**src/rtl/utf8sd_pkg.sv**
```systemverilog
package utf8sd_pkg;

  // width of the running codepoint and error counters (8 to 64)
  localparam int unsigned COUNT_WIDTH = 32;

  localparam logic [7:0] CONT_MASK = 8'hC0;
  localparam logic [7:0] CONT_TAG  = 8'h80;

  localparam logic [20:0] MAX_CODEPOINT  = 21'h10FFFF;
  localparam logic [20:0] SURROGATE_LO   = 21'h00D800;
  localparam logic [20:0] SURROGATE_HI   = 21'h00DFFF;
  localparam logic [20:0] MIN_TWO_BYTE   = 21'h000080;
  localparam logic [20:0] MIN_THREE_BYTE = 21'h000800;
  localparam logic [20:0] MIN_FOUR_BYTE  = 21'h010000;

  typedef enum logic [1:0] {
    ST_PENDING = 2'd0,
    ST_DONE    = 2'd1,
    ST_INVALID = 2'd2
  } status_t;

  typedef logic [COUNT_WIDTH-1:0] count_t;

  // byte sitting in the input register
  typedef struct packed {
    logic       valid;
    logic [7:0] data;
  } stage_t;

  typedef struct packed {
    status_t     status;
    logic [20:0] codepoint;
    logic [1:0]  bytes_needed;
    logic [1:0]  partial_length;
    logic [31:0] decoded_count;
    logic [31:0] invalid_count;
  } result_t;

endpackage

```
**src/rtl/utf8sd_ifs.sv**
```systemverilog
interface utf8sd_in_if;
  logic       valid;
  logic       ready;
  logic [7:0] in_byte;

  modport source (output valid, output in_byte, input ready);
  modport sink   (input valid, input in_byte, output ready);
endinterface

interface utf8sd_out_if;
  logic        valid;
  logic        ready;
  logic [1:0]  status;
  logic [20:0] codepoint;
  logic [1:0]  bytes_needed;
  logic [1:0]  partial_length;
  logic [31:0] decoded_count;
  logic [31:0] invalid_count;

  modport source (output valid, output status, output codepoint, output bytes_needed,
                  output partial_length, output decoded_count, output invalid_count,
                  input ready);
  modport sink   (input valid, input status, input codepoint, input bytes_needed,
                  input partial_length, input decoded_count, input invalid_count,
                  output ready);
endinterface

```
**src/rtl/utf8sd_in_reg.sv**
```systemverilog
module utf8sd_in_reg (
  input  logic              clk,
  input  logic              rst_n,
  utf8sd_in_if.sink         in_ch,
  input  logic              advance,
  output utf8sd_pkg::stage_t stage
);
  import utf8sd_pkg::*;

  stage_t stage_r;
  stage_t stage_nxt;
  logic   take;

  assign in_ch.ready = !stage_r.valid || advance;
  assign take        = in_ch.valid && in_ch.ready;

  always_comb begin
    stage_nxt = stage_r;
    if (take) begin
      stage_nxt.valid = 1'b1;
      stage_nxt.data  = in_ch.in_byte;
    end else if (advance) begin
      stage_nxt.valid = 1'b0;
    end
  end

  always_ff @(posedge clk) begin
    if (!rst_n) begin
      stage_r.valid <= 1'b0;
    end else begin
      stage_r.valid <= stage_nxt.valid;
    end
    stage_r.data <= stage_nxt.data;
  end

  assign stage = stage_r;

endmodule

```
**src/rtl/utf8sd_core.sv**
```systemverilog
module utf8sd_core (
  input  logic                clk,
  input  logic                rst_n,
  input  utf8sd_pkg::stage_t  stage,
  input  logic                advance,
  output utf8sd_pkg::result_t result
);
  import utf8sd_pkg::*;

  // partial sequence state
  logic [7:0] held_r [3];
  logic [7:0] held_nxt [3];
  logic [1:0] held_len_r, held_len_nxt;
  logic [2:0] exp_len_r, exp_len_nxt;
  count_t     dec_cnt_r, dec_cnt_nxt;
  count_t     err_cnt_r, err_cnt_nxt;

  function automatic logic [2:0] lead_length(input logic [7:0] b);
    priority if (b[7] == 1'b0)      return 3'd1;
    else if (b[7:5] == 3'b110)      return 3'd2;
    else if (b[7:4] == 4'b1110)     return 3'd3;
    else if (b[7:3] == 5'b11110)    return 3'd4;
    else                            return 3'd0;
  endfunction

  always_comb begin
    logic [7:0]  b;
    logic [2:0]  lead;
    logic [2:0]  new_len;
    logic [20:0] v;
    logic        bad;
    status_t     st;
    logic [20:0] cp;
    logic [1:0]  need;

    b            = stage.data;
    lead         = lead_length(b);
    new_len      = {1'b0, held_len_r} + 3'd1;
    v            = '0;
    bad          = 1'b0;
    st           = ST_PENDING;
    cp           = '0;
    held_nxt     = held_r;
    held_len_nxt = held_len_r;
    exp_len_nxt  = exp_len_r;
    dec_cnt_nxt  = dec_cnt_r;
    err_cnt_nxt  = err_cnt_r;

    unique case (exp_len_r)
      3'd2:    v = {10'd0, held_r[0][4:0], b[5:0]};
      3'd3:    v = {5'd0, held_r[0][3:0], held_r[1][5:0], b[5:0]};
      default: v = {held_r[0][2:0], held_r[1][5:0], held_r[2][5:0], b[5:0]};
    endcase

    priority if (exp_len_r == 3'd2 && v < MIN_TWO_BYTE)   bad = 1'b1;
    else if (exp_len_r == 3'd3 && v < MIN_THREE_BYTE)     bad = 1'b1;
    else if (exp_len_r == 3'd4 && v < MIN_FOUR_BYTE)      bad = 1'b1;
    else if (v >= SURROGATE_LO && v <= SURROGATE_HI)      bad = 1'b1;
    else if (v > MAX_CODEPOINT)                           bad = 1'b1;
    else                                                  bad = 1'b0;

    priority if (held_len_r == 2'd0) begin
      priority if (lead == 3'd0) begin
        st          = ST_INVALID;
        err_cnt_nxt = err_cnt_r + 1'b1;
      end else if (lead == 3'd1) begin
        st          = ST_DONE;
        cp          = {13'd0, b};
        dec_cnt_nxt = dec_cnt_r + 1'b1;
        exp_len_nxt = 3'd0;
      end else begin
        held_nxt[0]  = b;
        held_len_nxt = 2'd1;
        exp_len_nxt  = lead;
      end
    end else if ((b & CONT_MASK) != CONT_TAG) begin
      // broken sequence, this byte is consumed too
      st           = ST_INVALID;
      err_cnt_nxt  = err_cnt_r + 1'b1;
      held_len_nxt = 2'd0;
      exp_len_nxt  = 3'd0;
    end else if (new_len >= exp_len_r) begin
      if (bad) begin
        st          = ST_INVALID;
        err_cnt_nxt = err_cnt_r + 1'b1;
      end else begin
        st          = ST_DONE;
        cp          = v;
        dec_cnt_nxt = dec_cnt_r + 1'b1;
      end
      held_len_nxt = 2'd0;
      exp_len_nxt  = 3'd0;
    end else begin
      for (int i = 1; i < 3; i++) begin
        if (held_len_r == 2'(i)) held_nxt[i] = b;
      end
      held_len_nxt = new_len[1:0];
    end

    need = '0;
    if (held_len_nxt != 2'd0 && {1'b0, held_len_nxt} < exp_len_nxt) begin
      need = 2'(exp_len_nxt - {1'b0, held_len_nxt});
    end

    result.status         = st;
    result.codepoint      = cp;
    result.bytes_needed   = need;
    result.partial_length = held_len_nxt;
    result.decoded_count  = 32'(dec_cnt_nxt);
    result.invalid_count  = 32'(err_cnt_nxt);
  end

  always_ff @(posedge clk) begin
    if (!rst_n) begin
      held_len_r <= '0;
      exp_len_r  <= '0;
      dec_cnt_r  <= '0;
      err_cnt_r  <= '0;
    end else if (advance) begin
      held_len_r <= held_len_nxt;
      exp_len_r  <= exp_len_nxt;
      dec_cnt_r  <= dec_cnt_nxt;
      err_cnt_r  <= err_cnt_nxt;
    end
  end

  always_ff @(posedge clk) begin
    if (advance) begin
      held_r <= held_nxt;
    end
  end

endmodule

```
**src/rtl/utf8_stream_decoder_top.sv**
```systemverilog
// Streaming UTF-8 decoder. One byte goes in per request on in_ch and exactly
// one result comes out per byte on out_ch, in order. An accepted byte sits in
// the input register until the result register is free or being emptied; its
// result is then loaded into the result register and offered on out_ch. The
// block sustains one byte per cycle as long as the result side keeps up.
// While a result waits, one more byte can still enter an empty input
// register. After that the input stalls until the waiting result is taken.
// The decode logic between the two registers folds the held lead and
// continuation bytes with the current one and applies the RFC 3629 checks
// (overlong forms, surrogates, values above U+10FFFF). Status 0 means more
// bytes are needed, 1 a codepoint is complete, 2 an invalid byte or
// sequence; an invalid continuation byte drops the partial sequence and is
// not retried as a lead. Counters of decoded codepoints and invalid events
// wrap and are cleared only by reset. No clearing pass after reset.
module utf8_stream_decoder_top (
  input  logic          clk,
  input  logic          rst_n,
  utf8sd_in_if.sink     in_ch,
  utf8sd_out_if.source  out_ch
);
  import utf8sd_pkg::*;

  stage_t  stage;
  result_t result;
  result_t res_r;
  logic    out_valid_r, out_valid_nxt;
  logic    advance;

  // byte moves from the input register into the result register
  assign advance = stage.valid && (!out_valid_r || out_ch.ready);

  utf8sd_in_reg u_in_reg (
    .clk     (clk),
    .rst_n   (rst_n),
    .in_ch   (in_ch),
    .advance (advance),
    .stage   (stage)
  );

  // decode state and per-byte logic
  utf8sd_core u_core (
    .clk     (clk),
    .rst_n   (rst_n),
    .stage   (stage),
    .advance (advance),
    .result  (result)
  );

  // result register, held while the sink stalls
  always_comb begin
    out_valid_nxt = out_valid_r;
    if (advance) begin
      out_valid_nxt = 1'b1;
    end else if (out_ch.ready) begin
      out_valid_nxt = 1'b0;
    end
  end

  always_ff @(posedge clk) begin
    if (!rst_n) begin
      out_valid_r <= 1'b0;
    end else begin
      out_valid_r <= out_valid_nxt;
    end
  end

  always_ff @(posedge clk) begin
    if (advance) begin
      res_r <= result;
    end
  end

  assign out_ch.valid          = out_valid_r;
  assign out_ch.status         = res_r.status;
  assign out_ch.codepoint      = res_r.codepoint;
  assign out_ch.bytes_needed   = res_r.bytes_needed;
  assign out_ch.partial_length = res_r.partial_length;
  assign out_ch.decoded_count  = res_r.decoded_count;
  assign out_ch.invalid_count  = res_r.invalid_count;

endmodule

```
**src/flat_wrapper.sv**
```systemverilog
// flat-port wrapper written by rule: the top's interface ports become plain ports
module utf8_stream_decoder_top_flat import utf8sd_pkg::*;
  (clk, rst_n, in_ch_valid, in_ch_in_byte, in_ch_ready, out_ch_valid, out_ch_status, out_ch_codepoint, out_ch_bytes_needed, out_ch_partial_length, out_ch_decoded_count, out_ch_invalid_count, out_ch_ready);
  utf8sd_in_if in_ch_i ();
  utf8sd_out_if out_ch_i ();
  input  logic clk;
  input  logic rst_n;
  input wire logic [$bits(in_ch_i.valid)-1:0] in_ch_valid;
  input wire logic [$bits(in_ch_i.in_byte)-1:0] in_ch_in_byte;
  output wire logic [$bits(in_ch_i.ready)-1:0] in_ch_ready;
  output wire logic [$bits(out_ch_i.valid)-1:0] out_ch_valid;
  output wire logic [$bits(out_ch_i.status)-1:0] out_ch_status;
  output wire logic [$bits(out_ch_i.codepoint)-1:0] out_ch_codepoint;
  output wire logic [$bits(out_ch_i.bytes_needed)-1:0] out_ch_bytes_needed;
  output wire logic [$bits(out_ch_i.partial_length)-1:0] out_ch_partial_length;
  output wire logic [$bits(out_ch_i.decoded_count)-1:0] out_ch_decoded_count;
  output wire logic [$bits(out_ch_i.invalid_count)-1:0] out_ch_invalid_count;
  input wire logic [$bits(out_ch_i.ready)-1:0] out_ch_ready;
  assign in_ch_i.valid = in_ch_valid;
  assign in_ch_i.in_byte = in_ch_in_byte;
  assign in_ch_ready = in_ch_i.ready;
  assign out_ch_valid = out_ch_i.valid;
  assign out_ch_status = out_ch_i.status;
  assign out_ch_codepoint = out_ch_i.codepoint;
  assign out_ch_bytes_needed = out_ch_i.bytes_needed;
  assign out_ch_partial_length = out_ch_i.partial_length;
  assign out_ch_decoded_count = out_ch_i.decoded_count;
  assign out_ch_invalid_count = out_ch_i.invalid_count;
  assign out_ch_i.ready = out_ch_ready;
  utf8_stream_decoder_top u_core (.clk(clk), .rst_n(rst_n), .in_ch(in_ch_i), .out_ch(out_ch_i));
endmodule
```
**config.mk**
```make
export PLATFORM = sky130hd
export DESIGN_NAME = utf8_stream_decoder_top_flat
export DESIGN_NICKNAME = d
export VERILOG_FILES = /design/src/rtl/utf8sd_pkg.sv /design/src/rtl/utf8sd_ifs.sv /design/src/rtl/utf8sd_in_reg.sv /design/src/rtl/utf8sd_core.sv /design/src/rtl/utf8_stream_decoder_top.sv /design/src/flat_wrapper.sv
export SDC_FILE = /design/constraint.sdc
export NUM_CORES = 1
export LEC_CHECK = 0
export BUFFER_PORTS_ARGS = -buffer_cell sky130_fd_sc_hd__buf_2
export CAP_MARGIN = 0
export CORE_MARGIN = 2
export CORE_UTILIZATION = 30
export DETAILED_ROUTE_END_ITERATION = 8
export PLACE_DENSITY = 0.47
export SLEW_MARGIN = 30
export SYNTH_ARGS = -nofsm -noshare
export SYNTH_HDL_FRONTEND = slang
export SYNTH_SLANG_ARGS = --single-unit
```
**constraint.sdc**
```tcl
create_clock -name clk -period 9.2 [get_ports clk]
set_clock_uncertainty 0.15 [all_clocks]
set_input_delay 0.46 -clock clk [delete_from_list [all_inputs] [get_ports clk]]
set_output_delay 0.46 -clock clk [all_outputs]
set_load 0.03 [all_outputs]
```
==> results of run 1 <==
==> routing by layer <==
| layer | global-route usage [%] | share of wire [%] |
|---|---|---|
| met5 | 0 | 0 |
| met4 | 4.10 | 1.3 |
| met3 | 2.78 | 3.7 |
| met2 | 22.0 | 46 |
| met1 | 18.9 | 49 |
==> registers in the layout (all words and copies together), names as in the netlist <==
| register | cells |
|---|---|
| u_core.out_ch.bytes_needed | 2 |
| u_core.out_ch.codepoint | 21 |
| u_core.out_ch.decoded_count | 32 |
| u_core.out_ch.invalid_count | 32 |
| u_core.out_ch.partial_length | 2 |
| u_core.out_ch.status | 2 |
| u_core.out_ch.valid | 1 |
| u_core.u_core.dec_cnt_r | 32 |
| u_core.u_core.err_cnt_r | 32 |
| u_core.u_core.exp_len_r | 3 |
| u_core.u_core.held_len_r | 2 |
| u_core.u_core.held_r | 17 |
| u_core.u_in_reg.stage | 9 |
==> worst reg2reg max path, cell delays in order, from the launching register on <==
cell	delay, ns
dfxtp_1	0.51
nand2b_1	0.28
a21oi_1	0.35
nor4b_1	0.47
a221o_1	0.83
nand2_1	0.58
inv_1	0.66
nand3_1	0.18
xnor2_1	0.17
==> per-stage QoR <==
step,cells,hold slack (ns)
2_1_floorplan,794,0.305
3_3_place_gp,1245,0.325
3_5_place_dp,1246,0.331
4_1_cts,1278,0.0326
5_1_grt,1278,0.0323
6_report,1278,0.0539
==> cell type report <==
cell class                      count  share of cell area [%]
Clock buffer                       19                    4.27
Clock inverter                     13                    1.37
Inverter                           17                   0.654
Multi-Input combinational cell    549                    34.9
Sequential cell                   187                    48.4
Tap cell                          384                    4.74
Timing Repair Buffer              109                    5.63
==> power groups by stage <==
stage | sequential [uW] | clock [uW] | combinational (uW)
after detailed placement | 946 | 0 | 146
after global placement | 947 | 0 | 144
after CTS | 927 | 755 | 146
final | 927 | 732 | 143
after floorplan | 983 | 0 | 64.0
after global routing | 930 | 784 | 155
==> cell usage in the layout (no fill, tap or decap), types with 6 or more instances in the layout <==
master	count
edfxtp_1	116
buf_2	104
nor2_1	84
dfxtp_1	71
nand2_1	69
xnor2_1	53
xor2_1	46
nand3_1	34
a21oi_1	32
and3_1	24
nand4_1	23
o21ai_0	20
clkbuf_16	17
inv_1	15
and2_1	15
or3_1	14
ha_1	12
nor3_1	11
mux2i_1	10
a211oi_1	10
nand2b_1	9
o31ai_1	8
o211ai_1	7
nor2b_1	6
and4_1	6
or4_1	6
==> worst max path at each step <==
| stage | from | end | cells after the start |
|---|---|---|---|
| after floorplan | u_core.out_ch.valid | u_core.u_core.held_r[0] | 7 |
| after global placement | u_core.u_core.exp_len_r[0] | u_core.out_ch.invalid_count[19] | 8 |
| after detailed placement | u_core.u_core.exp_len_r[0] | u_core.out_ch.invalid_count[27] | 8 |
| after CTS | u_core.u_core.exp_len_r[1] | u_core.out_ch.invalid_count[25] | 8 |
| after global routing | u_core.u_core.exp_len_r[1] | u_core.out_ch.invalid_count[25] | 8 |
| final | u_core.u_core.exp_len_r[1] | u_core.out_ch.invalid_count[21] | 8 |
==> cell families (layout without fill, tap and decap cells) <==
group | Yosys count | count (layout)
DFF | 187 | 187
AOI/OAI and AO/OA | 103 | 103
muxes | 11 | 11
xor gates and xnor gates | 99 | 99
buffers and inverters | 58 | 158
adders and majority gates | 12 | 12
and+or+nand+nor | 324 | 324
==> run_results.csv, run 1 <==
group,metric,value,unit
global_routing,grt.overflow.total,0,
yosys,synth-seq-cells,187,
critical_path,r2r-end,"u_core.out_ch.invalid_count[21]",
floorplan,top_level_ports,105,
yosys,synth.area.top_cells,"edfxtp_1 (40%), dfxtp_1 (16%), xnor2_1 (5.3%)",
critical_path,critical_path_class,"flip-flop to flip-flop",
critical_path,rrSetupSlack,4.78,ns
critical_path,critPathArrivalTime,4.45,ns
clocking,path_clk_slew,0.07,ns
clocking,clock-sinks,187,
yosys,synth_top_area_cell,"edfxtp_1",
clocking,clockBufferDepth,2,
yosys,synth_adder_area_share,1.73,%
power_and_ir_drop,p_sw,453,uW
clocking,cts_tree,"yes",
final_layout,diodes,0,
status,outcome,"finished clean",
drt,routed_wl,20600,microns
timing,timing.final.ws_setup,4.78,ns
hold_path,hp-class,"input port to flip-flop",
floorplan,dieArea,0.0304,sq mm
timing,fin_crit,4.42,ns
place,pre_cts_ws,4.82,ns
drt,drtPass1Iterations,4,
final_layout,nNetsFinal,905,
clocking,clock_latency,0.43,ns
drt,first_iter_violations,374,
hold_path,min_from,"in_ch_in_byte[1]",
yosys,async_reset_ff_share,0,%
timing,rsz0062_at_grt,"no",
critical_path,worstPathRequired,9.23,ns
floorplan,start_util,30.4,%
yosys,synthesis.nets,818,
clocking,holdBufCountCts,0,
yosys,synth_top_family_by_area,"simple AND/OR/NAND/NOR gates",
critical_path,cp_cell_sequence,"nand2b_1 -> a21oi_1 -> nor4b_1 -> a221o_1 -> nand2_1 -> inv_1 -> nand3_1 -> xnor2_1",
yosys,synth_compound_area_share,8.47,%
hold_path,min_path_cells,1,
yosys,synth_mux_area_share,1.28,%
power_and_ir_drop,p_leak,0.00363,uW
yosys,yosys_warnings,0,
power_and_ir_drop,ir_drop,108,uV
yosys,synthSimpleGateAreaFrac,19.3,%
clocking,cts-buffers-inserted,17,
yosys,ys_seq_area_share,56.4,%
yosys,netlist_area,0.00870,sq mm
final_layout,multi_input_area,0.00354,sq mm
critical_path,critical-path-top-delay-family,"simple AND/OR/NAND/NOR gates",
final_layout,regArea,0.00490,sq mm
yosys,ys_top_cells_by_count,"edfxtp_1 (116), nor2_1 (84), dfxtp_1 (71)",
timing,max_slew.worst_pin.slew,0.917,ns
yosys,avgSynthCellArea,11.0,sq um
place,post_dp_cell_area,0.00956,sq mm
timing,slew_violations,0,
run,maxCapViolCount,0,
power_and_ir_drop,pwr-share-clk,40.6,%
final_layout,fin_area,0.0101,sq mm
timing,finalHoldViolCount,0,
timing,slew_headroom,38.6,%
final_layout,fin_util,35.4,%
yosys,synthFlopType,"edfxtp_1",
final_layout,drive_above_1_share,17.2,%
critical_path,cp_slowest_stage_delay,0.83,ns
floorplan,rows,62,
yosys,postSynthCellCount,794,
final_layout,nFillCells,2880,
place,dp_hpwl,13800,microns
critical_path,rr_startpoint,"u_core.u_core.exp_len_r[1]",
timing,setup_viol,0,
global_routing,grt_pass1_vias,6008,
final_layout,area_growth_syn_to_layout,16.5,%
power_and_ir_drop,intPower,1350,uW
critical_path,critPathBufInv,1,
power_and_ir_drop,finalPower,1800,uW
drt,drc,0,
floorplan,die_h,174,microns
global_routing,grt_max_degree,45,
timing,tns,0,ns
power_and_ir_drop,netSwitchingFraction,25.1,%
critical_path,crit_path_top_delay_cell,"a221o_1",
yosys,synth.most_common_cell,"edfxtp_1",
hold_path,min_to,"u_core.u_in_reg.stage[1]",
floorplan,die_w,174,microns
place,place_congestion,0.752,
drt,vias_per_cell,4.73,
timing,max_freq,226,MHz
timing,post-route-period-util,48.1,%
yosys,yosys.area_share.xor_xnor,9.97,%
drt,ant_nets,0,
critical_path,path_max_fanout,21,
yosys,synth_top_area_share,40.0,%
drt,via_count,6047,
critical_path,start_kind,"flip-flop",
clocking,cts_setup_buffers,0,
drt,wire_per_inst,16.1,microns
global_routing,grt_usage,13.8,%
floorplan,core,0.0286,sq mm
yosys,synth_edf_count,116,
critical_path,reg2reg_depth,8,
power_and_ir_drop,seqPwrFrac,51.4,%
clocking,cts_resized,0,
clocking,cts_max_level,4,
critical_path,cp-end-kind,"flip-flop",
global_routing,grt_pass1_wl,33100,microns
global_routing,grt_antenna_before_repair,0,
yosys,ys_types,62,
place,io_buffers,104,
clocking,clockRootBuffer,"clkbuf_16",
power_and_ir_drop,combPwrFrac,7.9,%
power_and_ir_drop,power.density,178,mW/mm^2
(Power assumes the default switching activity.)
==> run 2: changes to the inputs <==
ABC_AREA = 1   (was default)
PLACE_DENSITY = 0.48   (was 0.47)
clock period = 3.5 ns   (was 9.2 ns; I/O delays follow)
==> run_results.csv, run 2 <==
group,metric,value,unit
status,outcome,"finished clean",
clocking,cts-buffers-inserted,17,
yosys,yosys_warnings,0,
yosys,postSynthCellCount,1382,
yosys,synth_top_area_share,32.4,%
final_layout,area_growth_syn_to_layout,16.0,%
critical_path,cp-end-kind,"flip-flop",
global_routing,grt.overflow.total,0,
place,post_dp_cell_area,0.0117,sq mm
drt,routed_wl,31400,microns
critical_path,path_max_fanout,29,
timing,fin_crit,3.05,ns
global_routing,grt_pass1_wl,50400,microns
final_layout,nFillCells,3709,
global_routing,grt_usage,16.9,%
global_routing,grt_max_degree,65,
floorplan,rows,69,
place,dp_hpwl,21600,microns
yosys,synthesis.nets,1406,
place,io_buffers,104,
critical_path,cp_cell_sequence,"inv_1 -> ha_1 -> ha_1 -> nand2_1 -> o211ai_1 -> buf_4 -> nand4_4 -> buf_12 -> nand3_1 -> nand3_1 -> o21ai_1 -> inv_1",
yosys,ys_top_cells_by_count,"nand2_1 (330), inv_1 (201), nand3_1 (144)",
drt,vias_per_cell,4.87,
timing,rsz0062_at_grt,"no",
timing,max_freq,328,MHz
power_and_ir_drop,ir_drop,357,uV
drt,via_count,9511,
hold_path,hp-class,"input port to flip-flop",
clocking,cts_tree,"yes",
timing,finalHoldViolCount,0,
drt,first_iter_violations,745,
final_layout,nNetsFinal,1501,
final_layout,fin_area,0.0125,sq mm
floorplan,die_w,193,microns
timing,tns,0,ns
power_and_ir_drop,p_leak,0.00555,uW
final_layout,layout_common_cells,"nand2_1 (329), inv_1 (200), nand3_1 (144), edfxtp_1 (116), buf_2 (104)",
clocking,clockRootBuffer,"clkbuf_16",
hold_path,min_path_cells,2,
critical_path,start_kind,"flip-flop",
timing,slew_headroom,39.6,%
critical_path,cp_slowest_stage_delay,0.42,ns
critical_path,critPathBufInv,4,
critical_path,rrSetupSlack,0.45,ns
final_layout,diodes,0,
critical_path,r2r-end,"u_core.u_core.dec_cnt_r[1]",
place,place_congestion,0.890,
floorplan,start_util,30.4,%
timing,setup_viol,0,
yosys,synthFlopType,"edfxtp_1",
clocking,clock-sinks,187,
hold_path,min_to,"u_core.u_in_reg.stage[0]",
global_routing,grt_antenna_before_repair,0,
clocking,path_clk_slew,0.08,ns
critical_path,critical-path-top-delay-family,"buffers and inverters",
floorplan,top_level_ports,105,
timing,post-route-period-util,87.2,%
critical_path,reg2reg_depth,12,
critical_path,critPathArrivalTime,3.24,ns
yosys,synth.most_common_cell,"nand2_1",
drt,wire_per_inst,16.1,microns
final_layout,drive_above_1_share,12.8,%
yosys,ys_seq_area_share,45.6,%
critical_path,worstPathRequired,3.69,ns
yosys,synth-seq-cells,187,
drt,ant_nets,0,
floorplan,die_h,193,microns
yosys,async_reset_ff_share,0,%
drt,drc,0,
critical_path,critical_path_class,"flip-flop to flip-flop",
power_and_ir_drop,power.density,469,mW/mm^2
clocking,cts_resized,0,
global_routing,grt_pass1_vias,9031,
final_layout,layout.cells.most_common,"nand2_1",
drt,drtPass1Iterations,5,
clocking,clock_latency,0.46,ns
timing,max_slew.worst_pin.slew,0.906,ns
critical_path,crit_path_top_delay_cell,"dfxtp_1",
floorplan,dieArea,0.0374,sq mm
clocking,clockBufferDepth,2,
clocking,cts_max_level,4,
critical_path,rr_startpoint,"u_core.u_core.held_len_r[0]",
yosys,synth_edf_count,116,
yosys,synth_top_area_cell,"edfxtp_1",
floorplan,core,0.0354,sq mm
yosys,avgSynthCellArea,7.78,sq um
run,maxCapViolCount,0,
yosys,ys_types,42,
yosys,netlist_area,0.0107,sq mm
hold_path,min_from,"in_ch_in_byte[0]",
timing,slew_violations,0,
yosys,synth.area.top_cells,"edfxtp_1 (32%), dfxtp_1 (13%), nand2_1 (12%)",
==> run 2: final cells by class <==
class	instances	area (sq um)	share of cell area, %
clock buffer	17	425	3.41
clock inverter	15	203	1.63
inverter	209	793	6.36
multi-input combinational	924	4730	37.9
sequential	187	4900	39.3
tap	461	577	4.63
timing repair buffer	138	833	6.68
==> run 2: cell families after synthesis <==
group | Yosys count | share of synthesized area (%)
adder cells (fa/ha/maj) | 12 | 1.40
AND/OR/NAND/NOR | 651 | 27.5
buffers and inverters | 271 | 10.4
flip-flops | 187 | 45.6
XOR/XNOR | 48 | 3.91
AO/OA/AOI/OAI | 213 | 11.1
==> run 2: worst max-delay path by stage <==
stage,cells after the start,end,start,slack [ns]
6_report,12,u_core.u_core.dec_cnt_r[1],u_core.u_core.held_len_r[0],0.45
5_1_grt,15,u_core.out_ch.bytes_needed[0],u_core.u_core.held_len_r[0],0.16
4_1_cts,12,u_core.u_core.dec_cnt_r[1],u_core.u_core.held_len_r[0],0.45
3_5_place_dp,12,u_core.u_core.dec_cnt_r[1],u_core.u_core.held_len_r[0],0.47
3_3_place_gp,13,u_core.u_core.dec_cnt_r[0],u_core.u_core.held_len_r[0],0.56
2_1_floorplan,14,u_core.out_ch.bytes_needed[0],u_core.u_core.held_len_r[0],0.63
==> run 2: routing by layer <==
metal	GRT usage (%)	share of wire (%)
met1	24.1	50
met2	26.3	44
met3	2.77	4.4
met4	4.52	1.4
met5	0	0
==> run 2: worst reg2reg max path, cell delays in order (launching register included) <==
cell	delay [ns]
dfxtp_1	0.42
inv_1	0.11
ha_1	0.32
ha_1	0.30
nand2_1	0.06
o211ai_1	0.21
buf_4	0.40
nand4_4	0.35
buf_12	0.27
nand3_1	0.07
nand3_1	0.10
o21ai_1	0.13
inv_1	0.05
==> run 2: timing repair <==
item / in CTS / in global routing
endpoints found under the hold margin: 11 / 0
hold buffers: 13 / 0
setup buffers: 0 / 0
==> run 2: where the power goes <==
group / switching [uW] / internal (uW)
Clock: 1020 / 1040
Combinational: 825 / 332
Sequential: 110 / 2520
==> run 2: metrics by stage <==
stage	worst slack [ns]	utilization (%)	cells	hold slack [ns]	total power [uW]
6_report	0.449	35.2	1951	0.277	5840
5_1_grt	0.164	35.2	1951	0.279	6140
4_1_cts	0.447	35.2	1951	0.264	5920
3_5_place_dp	0.475	33.1	1906	0.204	3820
3_3_place_gp	0.562	33.1	1906	0.209	3820
2_1_floorplan	0.630	-	1382	0.124	3500
